===== config.mk =====
export PLATFORM = sky130hd
export DESIGN_NAME = register_command_framer_crc16_top
export DESIGN_NICKNAME = d
export VERILOG_FILES = /design/src/hdl/rcf_pkg.sv /design/src/hdl/rcf_front.sv /design/src/hdl/rcf_queue.sv /design/src/hdl/rcf_back.sv /design/src/hdl/register_command_framer_crc16_top.sv
export VERILOG_INCLUDE_DIRS = /design/src /design/src/hdl
export SDC_FILE = /design/constraint.sdc
export NUM_CORES = 1
export LEC_CHECK = 0
export ABC_CLOCK_PERIOD_IN_PS = 9400
export BUFFER_PORTS_ARGS = -buffer_cell sky130_fd_sc_hd__buf_2
export CORE_MARGIN = 5
export CORE_UTILIZATION = 55
export CTS_CLUSTER_SIZE = 28
export DETAILED_ROUTE_END_ITERATION = 16
export PLACE_DENSITY = 0.86
export SYNTH_ARGS = -nofsm -noshare
export SYNTH_HDL_FRONTEND = slang
export SYNTH_HIERARCHICAL = 1
export SYNTH_SLANG_ARGS = --single-unit

===== constraint.sdc =====
create_clock -name clk -period 9.4 [get_ports clk]
set_clock_uncertainty 0.15 [all_clocks]
set_input_delay 1.41 -clock clk [delete_from_list [all_inputs] [get_ports clk]]
set_output_delay 1.41 -clock clk [all_outputs]
set_load 0.005 [all_outputs]

===== src/hdl/register_command_framer_crc16_top_assert.svh =====
// Assertion macros for the command framer
`ifndef REGISTER_COMMAND_FRAMER_CRC16_TOP_ASSERT_SVH
`define REGISTER_COMMAND_FRAMER_CRC16_TOP_ASSERT_SVH

// check that cons holds in the same cycle as ante
`define RCF_ASSERT_NOW(label, ante, cons) \
    label: assert property (@(posedge clk) disable iff (!rst_n) (ante) |-> (cons)) \
        else $error("framer assertion failed");

// check that cons holds in the cycle after ante
`define RCF_ASSERT_NEXT(label, ante, cons) \
    label: assert property (@(posedge clk) disable iff (!rst_n) (ante) |=> (cons)) \
        else $error("framer assertion failed");

`endif


===== src/hdl/rcf_pkg.sv =====
package rcf_pkg;

    localparam int PAYLOAD_BYTES_MAX = 12;
    localparam int QUEUE_DEPTH_DEF   = 2;

    localparam int CFG_INDEX_W = 1;
    localparam int CFG_DATA_W  = 48;
    localparam logic [CFG_INDEX_W-1:0] CFG_USER_SERIAL    = 1'b0;
    localparam logic [CFG_INDEX_W-1:0] CFG_FACTORY_SERIAL = 1'b1;

    localparam logic [47:0] USER_SERIAL_RST    = 48'd91652491030577;
    localparam logic [31:0] FACTORY_SERIAL_RST = 32'd344522753;

    localparam logic [7:0] CMD_READ  = 8'h0A;
    localparam logic [7:0] CMD_WRITE = 8'h0B;

    localparam int POS_W = 5;
    localparam logic [POS_W-1:0] POS_FLEN_HI   = 5'd6;
    localparam logic [POS_W-1:0] POS_FLEN_LO   = 5'd7;
    localparam logic [POS_W-1:0] POS_CMD       = 5'd12;
    localparam logic [POS_W-1:0] POS_ADDR      = 5'd13;
    localparam logic [POS_W-1:0] POS_BODY      = 5'd14;
    localparam logic [POS_W-1:0] READ_BODY_LEN = 5'd2;
    localparam logic [7:0]       FLEN_OFFSET   = 8'd7;

    localparam logic [15:0] CRC_INIT = 16'hFFFF;
    localparam logic [15:0] CRC_POLY = 16'hA001;

    typedef struct packed {
        logic        action;
        logic [7:0]  reg_address;
        logic [15:0] count;
        logic [63:0] payload_low;
        logic [31:0] payload_high;
    } req_t;

    typedef struct packed {
        logic [7:0] frame_byte;
        logic       last_byte;
        logic       length_error;
    } rsp_t;

    typedef struct packed {
        logic             length_error;
        logic             action;
        logic [7:0]       reg_address;
        logic [15:0]      count;
        logic [POS_W-1:0] data_last;
    } desc_t;

    typedef struct packed {
        logic full;
        logic empty;
    } q_stat_t;

    typedef enum logic [1:0] {
        BK_IDLE,
        BK_DATA,
        BK_CRC_LO,
        BK_CRC_HI
    } bk_state_t;

endpackage


===== src/hdl/rcf_front.sv =====
module rcf_front #(
    parameter int MAX_PAYLOAD_BYTES = rcf_pkg::PAYLOAD_BYTES_MAX
) (
    input  rcf_pkg::req_t                   req,
    input  logic                            req_valid,
    output logic                            req_stall,
    input  rcf_pkg::q_stat_t                q_stat,
    output logic                            push,
    output rcf_pkg::desc_t                  desc,
    output logic [MAX_PAYLOAD_BYTES*8-1:0]  payload
);
    import rcf_pkg::*;

    logic [95:0]      pay_all;
    logic             count_bad;
    logic [POS_W-1:0] body_len;

    assign pay_all   = {req.payload_high, req.payload_low};
    assign payload   = pay_all[MAX_PAYLOAD_BYTES*8-1:0];

    assign count_bad = (req.count < 16'd2) || (req.count > 16'(MAX_PAYLOAD_BYTES))
                       || req.count[0];
    assign body_len  = req.action ? req.count[POS_W-1:0] : READ_BODY_LEN;

    assign desc.length_error = req.action && count_bad;
    assign desc.action       = req.action;
    assign desc.reg_address  = req.reg_address;
    assign desc.count        = req.count;
    assign desc.data_last    = POS_ADDR + body_len;

    assign req_stall = q_stat.full;
    assign push      = req_valid && !q_stat.full;

endmodule


===== src/hdl/rcf_queue.sv =====
module rcf_queue #(
    parameter int WIDTH = 8,
    parameter int DEPTH = rcf_pkg::QUEUE_DEPTH_DEF
) (
    input  logic             clk,
    input  logic             rst_n,
    input  logic             push,
    input  logic [WIDTH-1:0] wr_data,
    input  logic             pop,
    output logic [WIDTH-1:0] rd_data,
    output rcf_pkg::q_stat_t q_stat
);
    import rcf_pkg::*;

    localparam int PTR_W = (DEPTH > 1) ? $clog2(DEPTH) : 1;
    localparam int CNT_W = $clog2(DEPTH + 1);
    localparam logic [PTR_W-1:0] PTR_LAST = PTR_W'(DEPTH - 1);
    localparam logic [CNT_W-1:0] CNT_FULL = CNT_W'(DEPTH);

    logic [WIDTH-1:0] mem_reg [DEPTH];
    logic [PTR_W-1:0] wr_ptr_reg, wr_ptr_next;
    logic [PTR_W-1:0] rd_ptr_reg, rd_ptr_next;
    logic [CNT_W-1:0] cnt_reg, cnt_next;

    assign q_stat.full  = (cnt_reg == CNT_FULL);
    assign q_stat.empty = (cnt_reg == '0);
    assign rd_data      = mem_reg[rd_ptr_reg];

    always_comb
    begin
        wr_ptr_next = wr_ptr_reg;
        rd_ptr_next = rd_ptr_reg;
        cnt_next    = cnt_reg;
        if (push)
        begin
            wr_ptr_next = (wr_ptr_reg == PTR_LAST) ? '0 : wr_ptr_reg + 1'b1;
        end
        if (pop)
        begin
            rd_ptr_next = (rd_ptr_reg == PTR_LAST) ? '0 : rd_ptr_reg + 1'b1;
        end
        if (push && !pop)
        begin
            cnt_next = cnt_reg + 1'b1;
        end
        else if (pop && !push)
        begin
            cnt_next = cnt_reg - 1'b1;
        end
    end

    always_ff @(posedge clk or negedge rst_n)
    begin
        if (!rst_n)
        begin
            wr_ptr_reg <= '0;
            rd_ptr_reg <= '0;
            cnt_reg    <= '0;
        end
        else
        begin
            wr_ptr_reg <= wr_ptr_next;
            rd_ptr_reg <= rd_ptr_next;
            cnt_reg    <= cnt_next;
        end
    end

    always_ff @(posedge clk)
    begin
        if (push)
        begin
            mem_reg[wr_ptr_reg] <= wr_data;
        end
    end

endmodule


===== src/hdl/rcf_back.sv =====
module rcf_back #(
    parameter int MAX_PAYLOAD_BYTES = rcf_pkg::PAYLOAD_BYTES_MAX
) (
    input  logic                            clk,
    input  logic                            rst_n,
    input  rcf_pkg::desc_t                  desc,
    input  logic [MAX_PAYLOAD_BYTES*8-1:0]  payload,
    input  rcf_pkg::q_stat_t                q_stat,
    input  logic [47:0]                     user_serial,
    input  logic [31:0]                     factory_serial,
    output logic                            pop,
    output logic                            rsp_valid,
    input  logic                            rsp_stall,
    output rcf_pkg::rsp_t                   rsp
);
    import rcf_pkg::*;

    localparam int PIDX_W = $clog2(MAX_PAYLOAD_BYTES);

    function automatic logic [15:0] crc16_byte(input logic [15:0] crc_in,
                                               input logic [7:0]  data);
        logic [15:0] c;
        c = crc_in ^ {8'h00, data};
        for (int k = 0; k < 8; k++)
        begin
            c = c[0] ? ((c >> 1) ^ CRC_POLY) : (c >> 1);
        end
        return c;
    endfunction

    bk_state_t        state_reg, state_next;
    logic [POS_W-1:0] pos_reg, pos_next;
    logic [15:0]      crc_reg, crc_next;
    rsp_t             rsp_reg, rsp_next;
    logic             rsp_valid_reg, rsp_valid_next;

    logic             advance;
    logic             emit;
    logic             load;
    logic             step;
    rsp_t             emit_rsp;
    logic [7:0]       data_byte;
    logic [7:0]       pay_bytes [MAX_PAYLOAD_BYTES];
    logic [POS_W-1:0] pos_off;
    logic [PIDX_W-1:0] body_idx;
    logic [47:0]      usr_shift;
    logic [31:0]      fac_shift;
    logic [7:0]       flen_lo;

    for (genvar g = 0; g < MAX_PAYLOAD_BYTES; g++)
    begin : g_pay
        assign pay_bytes[g] = payload[g*8 +: 8];
    end

    assign advance   = !rsp_valid_reg || !rsp_stall;
    assign pos_off   = pos_reg - POS_BODY;
    assign body_idx  = pos_off[PIDX_W-1:0];
    assign usr_shift = user_serial >> {3'd5 - pos_reg[2:0], 3'b000};
    assign fac_shift = factory_serial >> {2'd3 - pos_reg[1:0], 3'b000};
    assign flen_lo   = {3'b000, desc.data_last} - FLEN_OFFSET;

    always_comb
    begin
        if (pos_reg < POS_FLEN_HI)
        begin
            data_byte = usr_shift[7:0];
        end
        else if (pos_reg == POS_FLEN_HI)
        begin
            data_byte = 8'h00;
        end
        else if (pos_reg == POS_FLEN_LO)
        begin
            data_byte = flen_lo;
        end
        else if (pos_reg < POS_CMD)
        begin
            data_byte = fac_shift[7:0];
        end
        else if (pos_reg == POS_CMD)
        begin
            data_byte = desc.action ? CMD_WRITE : CMD_READ;
        end
        else if (pos_reg == POS_ADDR)
        begin
            data_byte = desc.reg_address;
        end
        else if (desc.action)
        begin
            data_byte = pay_bytes[body_idx];
        end
        else
        begin
            data_byte = (pos_reg == POS_BODY) ? desc.count[15:8] : desc.count[7:0];
        end
    end

    // next state
    always_comb
    begin
        state_next = state_reg;
        case (state_reg)
            BK_IDLE:
            begin
                if (!q_stat.empty && advance && !desc.length_error)
                begin
                    state_next = BK_DATA;
                end
            end
            BK_DATA:
            begin
                if (advance && (pos_reg == desc.data_last))
                begin
                    state_next = BK_CRC_LO;
                end
            end
            BK_CRC_LO:
            begin
                if (advance)
                begin
                    state_next = BK_CRC_HI;
                end
            end
            BK_CRC_HI:
            begin
                if (advance)
                begin
                    state_next = BK_IDLE;
                end
            end
            default:
            begin
                state_next = BK_IDLE;
            end
        endcase
    end

    // outputs
    always_comb
    begin
        emit     = 1'b0;
        emit_rsp = '0;
        pop      = 1'b0;
        load     = 1'b0;
        step     = 1'b0;
        case (state_reg)
            BK_IDLE:
            begin
                if (!q_stat.empty && advance)
                begin
                    if (desc.length_error)
                    begin
                        emit                  = 1'b1;
                        emit_rsp.last_byte    = 1'b1;
                        emit_rsp.length_error = 1'b1;
                        pop                   = 1'b1;
                    end
                    else
                    begin
                        load = 1'b1;
                    end
                end
            end
            BK_DATA:
            begin
                if (advance)
                begin
                    emit                = 1'b1;
                    emit_rsp.frame_byte = data_byte;
                    step                = 1'b1;
                end
            end
            BK_CRC_LO:
            begin
                if (advance)
                begin
                    emit                = 1'b1;
                    emit_rsp.frame_byte = crc_reg[7:0];
                end
            end
            BK_CRC_HI:
            begin
                if (advance)
                begin
                    emit                = 1'b1;
                    emit_rsp.frame_byte = crc_reg[15:8];
                    emit_rsp.last_byte  = 1'b1;
                    pop                 = 1'b1;
                end
            end
            default:
            begin
                emit = 1'b0;
            end
        endcase
    end

    always_comb
    begin
        pos_next       = pos_reg;
        crc_next       = crc_reg;
        rsp_next       = rsp_reg;
        rsp_valid_next = rsp_valid_reg;
        if (load)
        begin
            pos_next = '0;
            crc_next = CRC_INIT;
        end
        else if (step)
        begin
            pos_next = pos_reg + 1'b1;
            crc_next = crc16_byte(crc_reg, data_byte);
        end
        if (advance)
        begin
            rsp_valid_next = emit;
        end
        if (emit)
        begin
            rsp_next = emit_rsp;
        end
    end

    always_ff @(posedge clk or negedge rst_n)
    begin
        if (!rst_n)
        begin
            state_reg     <= BK_IDLE;
            rsp_valid_reg <= 1'b0;
        end
        else
        begin
            state_reg     <= state_next;
            rsp_valid_reg <= rsp_valid_next;
        end
    end

    always_ff @(posedge clk)
    begin
        pos_reg <= pos_next;
        crc_reg <= crc_next;
        rsp_reg <= rsp_next;
    end

    assign rsp_valid = rsp_valid_reg;
    assign rsp       = rsp_reg;

endmodule


===== src/hdl/register_command_framer_crc16_top.sv =====
// Builds one serial command frame per request and sends it one byte per transfer:
// user serial (6 bytes), frame length (2 bytes, big-endian), factory serial (4 bytes),
// command, register address, body, then CRC-16/Modbus low byte first. A read frame
// is 18 bytes, a write frame with n payload bytes is 16+n bytes (at most 28), and a
// write with an odd count, a count below 2 or above MAX_PAYLOAD_BYTES gives one
// result with length_error set and no frame. The byte serializer sends one byte per
// cycle while rsp_stall is low and folds each data byte into the CRC as it goes;
// before each frame it loads the request at the head of the queue. A queue of
// QUEUE_DEPTH requests sits in front of the serializer, so new requests are taken
// while a frame is being sent. Serial numbers are written over the cfg channel
// (index 0 user serial, index 1 factory serial); the user must write them only while
// the block is idle, which the block itself does not enforce.
module register_command_framer_crc16_top #(
    parameter int MAX_PAYLOAD_BYTES = rcf_pkg::PAYLOAD_BYTES_MAX,
    parameter int QUEUE_DEPTH       = rcf_pkg::QUEUE_DEPTH_DEF
) (
    input  logic                               clk,
    input  logic                               rst_n,
    input  logic                               req_valid,
    output logic                               req_stall,
    input  rcf_pkg::req_t                      req,
    output logic                               rsp_valid,
    input  logic                               rsp_stall,
    output rcf_pkg::rsp_t                      rsp,
    input  logic                               cfg_valid,
    output logic                               cfg_ready,
    input  logic [rcf_pkg::CFG_INDEX_W-1:0]    cfg_index,
    input  logic [rcf_pkg::CFG_DATA_W-1:0]     cfg_data
);
    import rcf_pkg::*;

`include "register_command_framer_crc16_top_assert.svh"

    localparam int ENTRY_W = $bits(desc_t) + MAX_PAYLOAD_BYTES * 8;

    logic [47:0] user_serial_reg, user_serial_next;
    logic [31:0] factory_serial_reg, factory_serial_next;

    desc_t                          front_desc;
    logic [MAX_PAYLOAD_BYTES*8-1:0] front_payload;
    logic                           push;
    logic                           pop;
    q_stat_t                        q_stat;
    logic [ENTRY_W-1:0]             q_rd_data;
    desc_t                          head_desc;
    logic [MAX_PAYLOAD_BYTES*8-1:0] head_payload;

    assign cfg_ready = 1'b1;

    always_comb
    begin
        user_serial_next    = user_serial_reg;
        factory_serial_next = factory_serial_reg;
        if (cfg_valid && cfg_ready)
        begin
            case (cfg_index)
                CFG_USER_SERIAL:    user_serial_next    = cfg_data[47:0];
                CFG_FACTORY_SERIAL: factory_serial_next = cfg_data[31:0];
                default:            user_serial_next    = user_serial_reg;
            endcase
        end
    end

    always_ff @(posedge clk or negedge rst_n)
    begin
        if (!rst_n)
        begin
            user_serial_reg    <= USER_SERIAL_RST;
            factory_serial_reg <= FACTORY_SERIAL_RST;
        end
        else
        begin
            user_serial_reg    <= user_serial_next;
            factory_serial_reg <= factory_serial_next;
        end
    end

    rcf_front #(
        .MAX_PAYLOAD_BYTES (MAX_PAYLOAD_BYTES)
    ) u_front (
        .req       (req),
        .req_valid (req_valid),
        .req_stall (req_stall),
        .q_stat    (q_stat),
        .push      (push),
        .desc      (front_desc),
        .payload   (front_payload)
    );

    rcf_queue #(
        .WIDTH (ENTRY_W),
        .DEPTH (QUEUE_DEPTH)
    ) u_queue (
        .clk     (clk),
        .rst_n   (rst_n),
        .push    (push),
        .wr_data ({front_desc, front_payload}),
        .pop     (pop),
        .rd_data (q_rd_data),
        .q_stat  (q_stat)
    );

    assign head_desc    = q_rd_data[ENTRY_W-1 -: $bits(desc_t)];
    assign head_payload = q_rd_data[MAX_PAYLOAD_BYTES*8-1:0];

    rcf_back #(
        .MAX_PAYLOAD_BYTES (MAX_PAYLOAD_BYTES)
    ) u_back (
        .clk            (clk),
        .rst_n          (rst_n),
        .desc           (head_desc),
        .payload        (head_payload),
        .q_stat         (q_stat),
        .user_serial    (user_serial_reg),
        .factory_serial (factory_serial_reg),
        .pop            (pop),
        .rsp_valid      (rsp_valid),
        .rsp_stall      (rsp_stall),
        .rsp            (rsp)
    );

    `RCF_ASSERT_NOW(a_err_single, rsp_valid && rsp.length_error,
                    rsp.last_byte && (rsp.frame_byte == 8'h00))
    `RCF_ASSERT_NOW(a_pop_nonempty, pop, !q_stat.empty)
    `RCF_ASSERT_NOW(a_no_stall_empty, q_stat.empty, !req_stall)
    `RCF_ASSERT_NEXT(a_pop_drains, pop && !push && q_stat.full, !q_stat.full)

endmodule

Word level (Yosys, flattened, before mapping):

Memories as Yosys holds them, arrays and structs flattened.
Cells that the tools add are included.

* magnitude comparators: 5
* bitwise operators: 11
* equal/unequal tests: 14
* shift operators: 2
* multiplexer cells: 48
* add/sub/neg operators: 10
* reductions and logical operators: 25

Operators by type and width (number)
* two-way mux 16 bit: 8
* two-way mux 8 bit: 12
* >> shifter 48 x 6 -> 8 bit: 1
* binary-select mux 8 bit (select 4 bit): 1
* >> shifter 32 x 5 -> 8 bit: 1
* NOT 2 -> 3 bit: 8
* case mux 8 bit (3 select lines): 1
* > comparator 16 x 4 -> 1 bit, second input constant: 1
* < comparator 16 x 2 -> 1 bit, second input constant: 1
* two-way mux 2 bit: 8
* bitwise XOR 16 x 8 -> 16 bit: 1
* equality test 5 x 4 -> 1 bit, second input constant: 3
* two-way mux 1 bit: 12
* equality test 5 x 3 -> 1 bit, second input constant: 2
* two-way mux 9 bit: 1
* != test 2 x 1 -> 1 bit, second input constant: 4
* case mux 2 bit (4 select lines): 1
* logical AND 1 bit: 7
* zero test 1 bit: 7
* equality test 2 bit, second input constant: 3
* case mux 1 bit (2 select lines): 3
* AND reduction 2 bit: 3
* subtractor 5 x 3 -> 6 bit, second input constant: 1
* adder 4 x 5 -> 5 bit, first input constant: 1
* other kinds (20): 24

* flip-flop bits (word level): 118
* word-level logic and storage cells: 128
* output and inout bits: 13
* memories kept: 1
* input port bits: 175
* memory bits (writable): 254

Memory list
* u_queue.mem_reg: words 2, width 127, rd ports 1, clocked after Yosys merged registers in 0, write ports 1, line rcf_queue.sv:20 `logic [WIDTH-1:0] mem_reg [DEPTH];`

Logic depth before layout (Yosys ltp):

* depth in word-level cells: 29
* depth in mapped cells: 15

Cells and area by module:

Netlist, hierarchy kept.

By module, submodules not included
* rcf_queue: times used 1, cells each 411, area each 9426.5 sq um
* rcf_back: times used 1, cells each 437, area each 4083.9 sq um
* register_command_framer_crc16_top: times used 1, cells each 172, area each 3024.2 sq um
* rcf_front: times used 1, cells each 144, area each 1052.3 sq um

Worst setup path after synthesis:

Ideal clock, no wire load.

* path kind: input -> register
* start point: input req_valid
* end point: memory u_queue/mem_reg[0][0] in the netlist's numbering (enable)
* slack: 1349 ps
* library setup time: 630 ps
* data arrival time: 7271 ps
* required time: 8620 ps
* stages on the path: 2
* path through: nor2b_1 -> nor2b_1

* word-level cells in the longest chain between the ends: 3

Ends and longest elaborated chain
* start, declared: line register_command_framer_crc16_top.sv:19 `input logic req_valid,`
* logical AND 1 bit: line rcf_front.sv:32 `assign push = req_valid && !q_stat.full;`
* two-way mux 1 bit: line rcf_queue.sv:70 `if (push)`
* two-way mux 1 bit (implied by the code): line rcf_queue.sv:72 `mem_reg[wr_ptr_reg] <= wr_data;`
* end, declared: line rcf_queue.sv:20

No other way between the ends.

Worst setup path in the final report:

* start point: register u_queue.rd_ptr_reg
* end point: register u_back.crc_reg[0]

* elaborated cells on any way between the ends: 33
* those cells by class: add/sub: 1; mux: 23; bitwise: 8; memory: 1

RTL lines
* start, declared: line rcf_queue.sv:22 `logic [PTR_W-1:0] rd_ptr_reg, rd_ptr_next;`
* start signal, assigned: line rcf_queue.sv:63 `rd_ptr_reg <= rd_ptr_next;`
* memory (2 x 127 bit)
* named net q_rd_data[40]: line register_command_framer_crc16_top.sv:44 `logic [ENTRY_W-1:0] q_rd_data;`
* binary-select mux 8 bit (select 4 bit): line rcf_back.sv:90 `data_byte = pay_bytes[body_idx];`
* two-way mux 8 bit (implied by the code) (2 in a row): line rcf_back.sv:90
* two-way mux 8 bit: line rcf_back.sv:88 `else if (desc.action)`
* two-way mux 8 bit: line rcf_back.sv:84 `else if (pos_reg == POS_ADDR)`
* two-way mux 8 bit: line rcf_back.sv:80 `else if (pos_reg == POS_CMD)`
* two-way mux 8 bit: line rcf_back.sv:76 `else if (pos_reg < POS_CMD)`
* two-way mux 8 bit: line rcf_back.sv:72 `else if (pos_reg == POS_FLEN_LO)`
* two-way mux 8 bit: line rcf_back.sv:68 `else if (pos_reg == POS_FLEN_HI)`
* two-way mux 8 bit: line rcf_back.sv:64 `if (pos_reg < POS_FLEN_HI)`
* bitwise XOR 16 x 8 -> 16 bit: line rcf_back.sv:23 `c = crc_in ^ {8'h00, data};`
* two-way mux 16 bit (8 in a row): line rcf_back.sv:26 `c = c[0] ? ((c >> 1) ^ CRC_POLY) : (c >> 1);`
* end signal, assigned: line rcf_back.sv:241 `crc_reg <= crc_next;`
* end, declared: line rcf_back.sv:33 `logic [15:0] crc_reg, crc_next;`

The timed path passes the listed nets, and every way through them passes these cells. The select of a mux whose other input is x is not followed.
A chain may end at the register's enable or synchronous reset.

==> run summary <==
The longest individual stage delay on the worst path is 0.74 ns. The total length of routed wires is 37870 um. Walking the worst path, the cells encountered are buf_4 -> buf_4 -> mux2_2 -> mux4_2 -> mux2i_1 -> o211ai_1 -> a221oi_2 -> xnor2_1 -> xor2_1 -> xnor2_2 -> and4bb_1 -> o31ai_1 -> nand3_1. The reported leakage power came out at 7.164 nW.

The via count of the first global-routing pass is 10173. The layout filler cell count is 2323. The cell row count is 65. Input and output buffers added on the ports amount to 186. The cell repeated most along the worst path is buf_4. The multi-input logic area is 0.005640 mm2.

After clock tree synthesis, the flow added hold-fix buffers numbering 0. The critical path is of the reg2reg type. The placer congestion estimate is 0.9338. Of all cell types, the one taking the most synthesized area is edfxtp_1. The tool flagged a number of max-cap violations equal to 0. TritonCTS built the clock tree. The worst setup path is captured at a flip-flop. The number of DRC violations after detailed routing is 0. The required time at the endpoint of the critical path came out at 9.63 ns. Data on the critical path arrives at its endpoint at 5.52 ns. The fraction of the yosys area taken by sequential cells came out at 0.6004. The largest individual stage delay along the critical path comes from the cell dfrtp_4. The final critical-path share of the clock period came out at 0.5633. Setup repair after global routing left no endpoint under its margin. The layout cell share with drive strength beyond 1 came out at 0.4427.

The number of nets handed over by synthesis was 1350. The number of enable-type register cells in the synthesized netlist is 264. The share of power burned in combinational logic is 0.408.

The area occupied by registers is 0.01057 mm2. The buffer levels on the longest clock path is 3. On the final layout, the worst hold slack is 0.3420 ns. The synthesized area came out at 0.01759 mm2. IR analysis of the VDD net gives a maximum drop of 0.2914 mV. The pin count of the biggest net entering global routing came out at 81. Compared with the post-synthesis result, the final layout area differs by 8.786%. The per-instance average area after synthesis is 15.11 um2. The power share of the clock group came out at 0.231. Counting flops and latches in the post-synthesis netlist gives 372.

The distinct cell type count of the synthesized netlist came out at 74. The timing-limited maximum frequency came out at 0.1889 GHz. The number of antenna violations at the first check in global routing is 9.

The area enclosed by the die boundary is 0.03565 mm2. The post-detailed-placement half-perimeter wirelength is 26220 um. The number of warning messages in the yosys log is 6. The clock tree root buffer cell is clkbuf_16. The portion of synthesized cell area occupied by the leading cell type is 0.4508.

The total of endpoints with negative setup slack in the final report is 0. The most used flip-flop cell after synthesis is edfxtp_1. The worst setup path is launched from a flip-flop.

The count of nets left with antenna violations once routing finished came out at 0. The routed design could run at a clock period as short as 5.295 ns. The wire length of the first global-routing pass is 57840 um. The power share of the sequential group is 0.361. The later pin in the worst-skew pair is clocked with a latency of 0.54 ns. The max-slew violation count is 0. The initial utilization of the core area, before any placement, comes to 0.5573.

The flow ran to the end, and the final reports show no timing, DRC or antenna violations. In this run the worst hold path is classified as reg2reg. Counting flops with an async set or reset pin after synthesis yields a share of 0.2339. The routed via count divided by cell count is 5.907. The net load switching power is 2.370 mW. The number of top-level pins is 188. The number of CTS-inserted buffers came out at 39. The global-route usage over all layers is 0.2089. The number of flip-flops in the largest register came out at 254. The CTS clock-pin slew for the worst setup and hold paths is 0.06 ns. Ranked by total cell area, the synthesized netlist is headed by edfxtp_1 45%, mux2_2 14%, dfrtp_1 8.5%. Cell internal power was estimated by the tool at 4.423 mW. Measured along the y axis, the die boundary spans 188.8 um. Gates resized during post-CTS repair numbered 0. The iteration-0 DRC count of the detailed router came out at 842. The average wire per standard cell came out at 22.81 um. The number of buffers added for setup after CTS came out at 0. The final-stage net count is 1411.

For this run the aggregate overflow at the end of global routing stands at 0. The hold violation count in the final report came out at 0. Setup total negative slack on the finished layout was measured at 0 ns. The transition at the pin with the smallest max-transition slack came out at 0.9748 ns. Of the total power, the share spent switching nets is 0.3488.

Total power for the finished layout comes to 6.793 mW. The routed layout has 9806 vias. The area of the placeable core is 0.03156 mm2. The maximum level of the CTS H-tree is 2. The number of clock sinks seen by CTS came out at 372. The first TritonRoute pass finished after 5 iterations. In this run the tightest slew margin relative to its limit is 0.3501.

The number of instances in the synthesized netlist came out at 1164. The worst-path maximum fanout is 49. The die is 188.8 um wide.

The power per unit of standard cell area came out at 355.1 mW/mm2.
==> worst max-delay path: cells and delay by family, from the launching register on <==
family                 cells  cell delay, ns
AND/OR/NAND/NOR            2            0.37
XOR/XNOR                   3            0.80
multiplexers               3            1.16
AO/OA/AOI/OAI              3            0.64
buffers and inverters      2            1.21
flip-flops                 1            0.74
==> logic make-up (layout without fill, tap and decap cells) <==
logic type,after synthesis,count (layout),share of synthesized area
fa+ha+maj,11,11,0.007826
compound gates,122,122,0.05073
other cells,1,3,0.0002132
simple gates,153,153,0.04454
xor+xnor,40,40,0.02454
buf+inv,194,286,0.07947
flops,372,372,0.6004
mux,271,271,0.1923
==> Yosys cell counts, types with 12 or more instances <==
cell type  number
a21oi_1        19
buf_2          17
buf_4         128
clkbuf_1       12
dfrtp_1        60
dfstp_2        27
dfxtp_1        21
edfxtp_1      264
inv_1          13
mux2_2        214
mux2i_1        24
mux4_2         32
nand2_1        44
nand3_1        29
nor2_1         28
o211ai_1       24
xnor2_1        17
xor2_1         13
==> power by group through the flow <==
| stage | Combinational [mW] | Clock [mW] | Sequential, mW |
|---|---|---|---|
| final | 2.77 | 1.57 | 2.45 |
| after global routing | 2.97 | 1.67 | 2.49 |
| after CTS | 2.75 | 1.60 | 2.45 |
| after detailed placement | 2.73 | 0 | 2.48 |
| after global placement | 2.68 | 0 | 2.47 |
| after floorplan | 2.23 | 0 | 2.40 |
==> path summary, 6_finish.rpt <==
path	start	to	slack, ns	cells after the start
worst min register to register	u_back/crc_reg[10]$_SDFFE_PP1P_	u_back/crc_reg[2]$_SDFFE_PP1P_	0.34	2
worst min-delay path	u_back/crc_reg[10]$_SDFFE_PP1P_	u_back/crc_reg[2]$_SDFFE_PP1P_	0.34	2
max in group asynchronous	rst_n	user_serial_reg[24]$_DFFE_PN0P_	7.37	2
worst max register to register	u_queue/rd_ptr_reg$_DFFE_PN0P_	u_back/crc_reg[0]$_SDFFE_PP1P_	4.10	13
worst max-delay path	u_queue/rd_ptr_reg$_DFFE_PN0P_	u_back/crc_reg[0]$_SDFFE_PP1P_	4.10	13
min in group asynchronous	rst_n	u_back/rsp_valid$_DFFE_PN0N_	0.56	1
==> through the flow <==
| step | cell area, um2 | instances | util | worst slack, ns |
|---|---|---|---|---|
| floorplan | 17590 | 1164 | - | 1.349 |
| global placement | 17800 | 1586 | 0.5642 | 4.192 |
| detailed placement | 17800 | 1586 | 0.5642 | 4.101 |
| CTS | 19130 | 1658 | 0.6061 | 4.105 |
| global route | 19130 | 1660 | 0.6063 | 3.835 |
| finish | 19130 | 1660 | 0.6063 | 4.105 |
==> cell usage in the layout (no fill, tap or decap), types with 5 or more instances in the layout <==
cell type,Yosys,routed
bufinv_16,0,5
o21ai_0,11,11
nor3_1,6,6
a22oi_1,7,7
nand4_1,7,7
clkbuf_1,12,8
clkinv_2,0,6
inv_1,13,13
clkbuf_16,0,40
nor2_1,28,28
dfstp_2,27,27
xnor2_1,17,17
nand3_1,29,29
ha_1,11,11
dfrtp_1,60,59
edfxtp_1,264,264
o211ai_1,24,24
a311oi_1,9,9
buf_2,17,185
nor2b_1,6,5
a21oi_1,19,19
buf_4,128,15
xnor2_2,6,6
xor2_1,13,13
dfxtp_1,21,19
mux2i_1,24,24
mux4_2,32,32
mux2_2,214,214
a211oi_1,8,8
a31oi_1,10,10
nand2_1,44,44
==> layout make-up <==
cell class | instances | share of cell area
Inverter | 14 | 0.002747
Timing Repair Buffer | 200 | 0.05428
Multi-Input combinational cell | 598 | 0.2948
Clock buffer | 50 | 0.05533
Antenna cell | 2 | 0.0002616
Sequential cell | 372 | 0.5523
Clock inverter | 22 | 0.01393
Tap cell | 402 | 0.02629
==> routing by layer <==
metal | wire (um) | share of wire | vias up | GRT usage
met5 | 90 | 0.0024 | - | 0
met4 | 993 | 0.026 | 14 | 0.06502
met3 | 2673 | 0.071 | 87 | 0.04965
met2 | 18600 | 0.49 | 379 | 0.3422
met1 | 15510 | 0.41 | 4900 | 0.2797
li1 | - | - | 4426 | -
Power figures use the tool's default switching activity.
